`src/design/ilir_pkg.sv`:
```
`timescale 1ns / 1ps
`default_nettype none
// ----------------------------------------------------------------------------
// ilir_pkg
// Shared types and constants for the indexed list with insert and remove.
// ----------------------------------------------------------------------------
package ilir_pkg;

   // default geometry
   localparam int unsigned CAPACITY_DEF  = 64;
   localparam int unsigned WORD_BITS_DEF = 32;

   // fixed port widths
   localparam int unsigned ACTION_W = 2;
   localparam int unsigned POS_W    = 7;
   localparam int unsigned DATA_W   = 32;
   localparam int unsigned STATUS_W = 2;
   localparam int unsigned COUNT_W  = 7;

   // operation codes
   typedef enum logic [ACTION_W-1:0] {
      ACT_INSERT = 2'd0,
      ACT_GET    = 2'd1,
      ACT_UPDATE = 2'd2,
      ACT_REMOVE = 2'd3
   } action_type;

   // result status codes
   typedef enum logic [STATUS_W-1:0] {
      ST_OK    = 2'd0,
      ST_RANGE = 2'd1,
      ST_FULL  = 2'd2
   } status_type;

   // broadcast command from the control logic to every cell
   typedef struct packed {
      logic             ins_shift;  // entries above position move up
      logic             rem_shift;  // entries at and above position move down
      logic             write;      // entry at position takes the data word
      logic [POS_W-1:0] position;
   } cell_cmd_type;

endpackage : ilir_pkg
`default_nettype wire

```
`src/design/ilir_cell.sv`:
```
`timescale 1ns / 1ps
`default_nettype none
// ----------------------------------------------------------------------------
// ilir_cell
// One list entry: compares its own index with the command position and
// holds, loads, takes its lower neighbor or takes its upper neighbor.
// ----------------------------------------------------------------------------
module ilir_cell #(
   parameter int unsigned INDEX     = 0,
   parameter int unsigned WORD_BITS = ilir_pkg::WORD_BITS_DEF
) (
   input  wire logic                   clock,
   input  wire ilir_pkg::cell_cmd_type cmd,
   input  wire logic [WORD_BITS-1:0]   wr_word,
   input  wire logic [WORD_BITS-1:0]   left_word,
   input  wire logic [WORD_BITS-1:0]   right_word,
   output logic      [WORD_BITS-1:0]   value,
   output logic      [WORD_BITS-1:0]   tap
);
   import ilir_pkg::*;

   logic [WORD_BITS-1:0] value_ff;
   logic [WORD_BITS-1:0] value_in;
   logic                 at_pos;
   logic                 above_pos;

   // index compare against the broadcast position
   assign at_pos    = (32'(cmd.position) == INDEX);
   assign above_pos = (32'(cmd.position) <  INDEX);

   // next entry value
   always_comb begin
      value_in = value_ff;
      if (cmd.ins_shift && above_pos) begin
         value_in = left_word;
      end else if (cmd.rem_shift && (at_pos || above_pos)) begin
         value_in = right_word;
      end else if (cmd.write && at_pos) begin
         value_in = wr_word;
      end
   end

   // entry storage
   always_ff @(posedge clock) begin
      value_ff <= value_in;
   end

   assign value = value_ff;
   // read tap, zero unless this cell is addressed
   assign tap   = at_pos ? value_ff : '0;

endmodule : ilir_cell
`default_nettype wire
```
`config.mk`:
```
export PLATFORM = sky130hd
export DESIGN_NAME = ilir_cell
export DESIGN_NICKNAME = d
export VERILOG_FILES = /design/src/design/ilir_pkg.sv /design/src/design/ilir_cell.sv
export SDC_FILE = /design/constraint.sdc
export NUM_CORES = 1
export LEC_CHECK = 0
export BUFFER_PORTS_ARGS = -buffer_cell sky130_fd_sc_hd__buf_2
export CORE_MARGIN = 1
export CORE_UTILIZATION = 37
export CTS_BUF_LIST = sky130_fd_sc_hd__clkbuf_4 sky130_fd_sc_hd__clkbuf_8
export DETAILED_ROUTE_END_ITERATION = 8
export PLACE_DENSITY = 0.91
export SLEW_MARGIN = 40
export SYNTH_ARGS = -nofsm -noshare
export SYNTH_HDL_FRONTEND = slang
export SYNTH_SLANG_ARGS = --single-unit
```
`constraint.sdc`:
```
create_clock -name clock -period 3.8 [get_ports clock]
set_input_delay 0.76 -clock clock [delete_from_list [all_inputs] [get_ports clock]]
set_output_delay 0.76 -clock clock [all_outputs]
set_load 0.05 [all_outputs]
```
Word-level counts from Yosys, hierarchy flattened --
Index checks and enable logic that the tools add are counted.
Operators by class: mux-type cells 3, reductions and logical operators 4
Operators by type and width (number):
- 2-to-1 mux 32 bit | 3
- logical NOT 7 bit | 1
- logical AND 1 bit | 2
- nonzero test 2 bit | 1
Storage, ports and cells: flip-flop bits (word level) 32, output and inout bits 64

Depth between registers and ports, before layout --
depth after elaboration 4, mapped depth 5, mapped depth without buffers 3

Worst setup path after synthesis --
No wires, ideal clock.
kind input -> register, from in cmd[1] (netlist bit), to reg value_ff[0] (netlist: value[0]) (enable), library setup time 0.391 ns, arrival time 2.765 ns, data required time 3.409 ns, slack 0.644 ns, cell stages on the path 4, buffers on the path 1, cell sequence or4_4 nor4_1 clkbuf_1 o21a_1
Between the ends: cells in the longest elaborated chain, start to end 3, elaborated cells between the ends (all ways) 4, classes of those cells reduce/logical: 4
RTL lines:
- start: declaration | line ilir_cell.sv:13 | input wire ilir_pkg::cell_cmd_type cmd,
- logical NOT 7 bit (*) | line ilir_cell.sv:28 | assign at_pos = (32'(cmd.position) == INDEX);
- logical AND 1 bit (on tied branches) | line ilir_cell.sv:36, ilir_cell.sv:38
- nonzero test 2 bit (no source line) (*)
- end signal: assignment | line ilir_cell.sv:45 | value_ff <= value_in;
- end: declaration | line ilir_cell.sv:22 | logic [WORD_BITS-1:0] value_ff;
Mark *: on every way between the ends. The rest lies on a longest branch, timed or not. A chain may end at the register's enable or synchronous reset.

Final worst setup path --
from in cmd[1] (netlist bit), to out tap[27]
Between the ends: cells in the longest elaborated chain, start to end 2
RTL lines:
- logical NOT 7 bit | line ilir_cell.sv:28
- 2-to-1 mux 32 bit | line ilir_cell.sv:50 | assign tap = at_pos ? value_ff : '0;
- end: declaration | line ilir_cell.sv:18 | output logic [WORD_BITS-1:0] tap
Every way passes these cells.

==> impl_metrics.csv <==
group,metric,value,unit
drt,drt_iter0_drc,72,
clock_tree,h-tree-depth,2,
synthesis,syn_nets,215,
timing,fin_crit_sh,80.5,%
global_route,grtUsageMet1,15.4,%
worst_setup_path,critPathTopFamily,"simple AND/OR/NAND/NOR gates",
status,outcome,"finished, violations left",
die,die_h,71.0,um
die,start_util,39.3,%
worst_setup_path,cp_cell_sequence,"buf_2 -> or4_4 -> nor4_2 -> buf_4 -> and2_1 -> buf_2",
drt,routed_wl,4090,um
die,core_area,4470,um2
drt,wl_per_cell,13.6,um
drt,vias_per_cell,4.58,
worst_setup_path,critPathArrivalTime,2.30,ns
worst_setup_path,critical_path_buf_inv_count,3,
placement,gp_congestion,0.771,
clock_tree,post-cts-setup-buffers,0,
drt,via_count,1374,
cells_and_area,fin_nets,354,
cells_and_area,fillerInstances,359,
pwr,leakagePower,1.34,nW
timing,worst_slew_pin_slew,0.586,ns
placement,portBuffers,137,
timing,maxSlewViolCount,0,
synthesis,syn_inst,108,
die,rows,24,
worst_setup_path,cp.required,3.04,ns
global_route,grt_max_degree,34,
worst_setup_path,crit_type,"primary input to output pin",
timing,finalHoldViolCount,0,
die,die_area,5030,um2
drt,drc,5,
placement,placed_area,2450,um2
global_route,grt_pass1_vias,1323,
clock_tree,cts_tree,"built",
global_route,grtUsageMet2,31.6,%
pwr,vdd_drop_max,0.145,mV
timing,fmax,0.327,GHz
cells_and_area,finalCoreUtilization,56.7,%
worst_setup_path,critPathCaptureType,"output pin",
drt,dr.pass1.iters,7,
clock_tree,cts.clk_slew.worst_paths,0.06,ns
synthesis,netlist_area,1760,um2
placement,place_hpwl,3180,um
cells_and_area,layout_commonest_cell,"buf_2",
hold_path,hold_start,"right_word[25]",
timing,setup_violations,0,
timing,rsz0062_at_grt,"false",
cells_and_area,largest_register_ffs,32,
drt,ant_nets,0,
worst_setup_path,crit_path_top_delay_cell,"or4_4",
clock_tree,cts.sinks,32,
clock_tree,cts_resized,0,
synthesis,ys_seq_area_share,54.6,%
die,die_width,71.0,um
worst_setup_path,startpoint,"cmd[1]",
status,violations,"DRC",
cells_and_area,final_cell_area,2540,um2
synthesis,ys_warn_count,0,
flow_run,cap_violations,0,
timing,slew_headroom,61.0,%
clock_tree,root_buffer,"clkbuf_8",
synthesis,avgSynthCellArea,16.3,um2
worst_setup_path,worst_path_largest_cell_delay,0.53,ns
global_route,groute.usage.overall,16.1,%
worst_setup_path,crit_top_cell,"buf_2",
cells_and_area,syn_to_final_growth,44.2,%
pwr,finalPower,729,uW
cells_and_area,seqCellArea,961,um2
clock_tree,hold_buffers,0,
pwr,p_per_area,287,nW/um2
timing,tns,0,ns
clock_tree,numCtsBuffers,5,
global_route,busiest_layer,"met2",
worst_setup_path,critPathLaunchType,"primary input",
global_route,grt-ovfl-total,0,
global_route,antenna_found_initial,0,
cells_and_area,mostFrequentLayoutCells,"buf_2, and2_1, edfxtp_1",
die,io_pins,171,
placement,placed_cells,292,
timing,min_period,3.06,ns
global_route,met3_usage,5.13,%
hold_path,hold_path.class,"primary input to flop",
clock_tree,cts_buffer_depth,2,
synthesis,synth-seq-cells,32,
cells_and_area,multi_input_area,722,um2
synthesis,yosysUniqueCellTypes,11,
global_route,grt_pass1_wl,5980,um
cells_and_area,stdcell_count,300,
cells_and_area,antenna_cells,0,
worst_setup_path,cp_max_fo,33,
cells_and_area,drive_gt1_share,73.0,%
kinds of logic (layout without fill, tap and decap cells):
| family | count (synthesis) | after routing | share of synthesized area, % |
|---|---|---|---|
| AOI/OAI and AO/OA | 1 | 1 | 0.427 |
| buffers and inverters | 7 | 147 | 4.69 |
| DFF | 32 | 32 | 54.6 |
| muxes | 32 | 32 | 26.9 |
| and+or+nand+nor | 36 | 36 | 13.4 |
Yosys cell counts:
master	count	area, um2
and2_1	32	200
edfxtp_1	32	961
mux2_4	30	450
buf_12	3	60.1
clkbuf_1	3	11.3
mux2_2	2	22.5
or4_4	2	22.5
buf_6	1	11.3
nand2b_1	1	6.26
nor4_1	1	6.26
o21a_1	1	7.51
path summary, 6_finish.rpt:
path | endpoint | cells after the start
hold / removal | value[25]$_DFFE_PP_ | 2
setup / recovery | tap[27] | 6
power by group:
part | total [mW] | internal, mW | switching (mW)
logic | 0.0820 | 0.0520 | 0.0299
clock network | 0.255 | 0.141 | 0.114
registers | 0.391 | 0.390 | 0.000772
total | 0.729 | 0.584 | 0.145
final cells by class:
cell class | instances | share of cell area (%)
multi-input combinational | 69 | 28.5
tap | 52 | 2.57
sequential | 32 | 37.9
timing repair buffer | 139 | 27.6
clock inverter | 1 | 0.148
clock buffer | 7 | 3.31
routing by layer:
| layer | routed length, um | vias up |
|---|---|---|
| met4 | 65 | 0 |
| met1 | 1460 | 620 |
| li1 | - | 668 |
| met5 | 0 | - |
| met3 | 269 | 8 |
| met2 | 2300 | 78 |
stage by stage:
stage,hold WS [ns],setup WS [ns]
floorplan,0.977,0.644
global placement,1.06,0.775
detailed placement,1.06,0.716
CTS,0.772,0.719
global route,0.769,0.619
finish,0.782,0.741
Power figures use the tool's default switching activity.
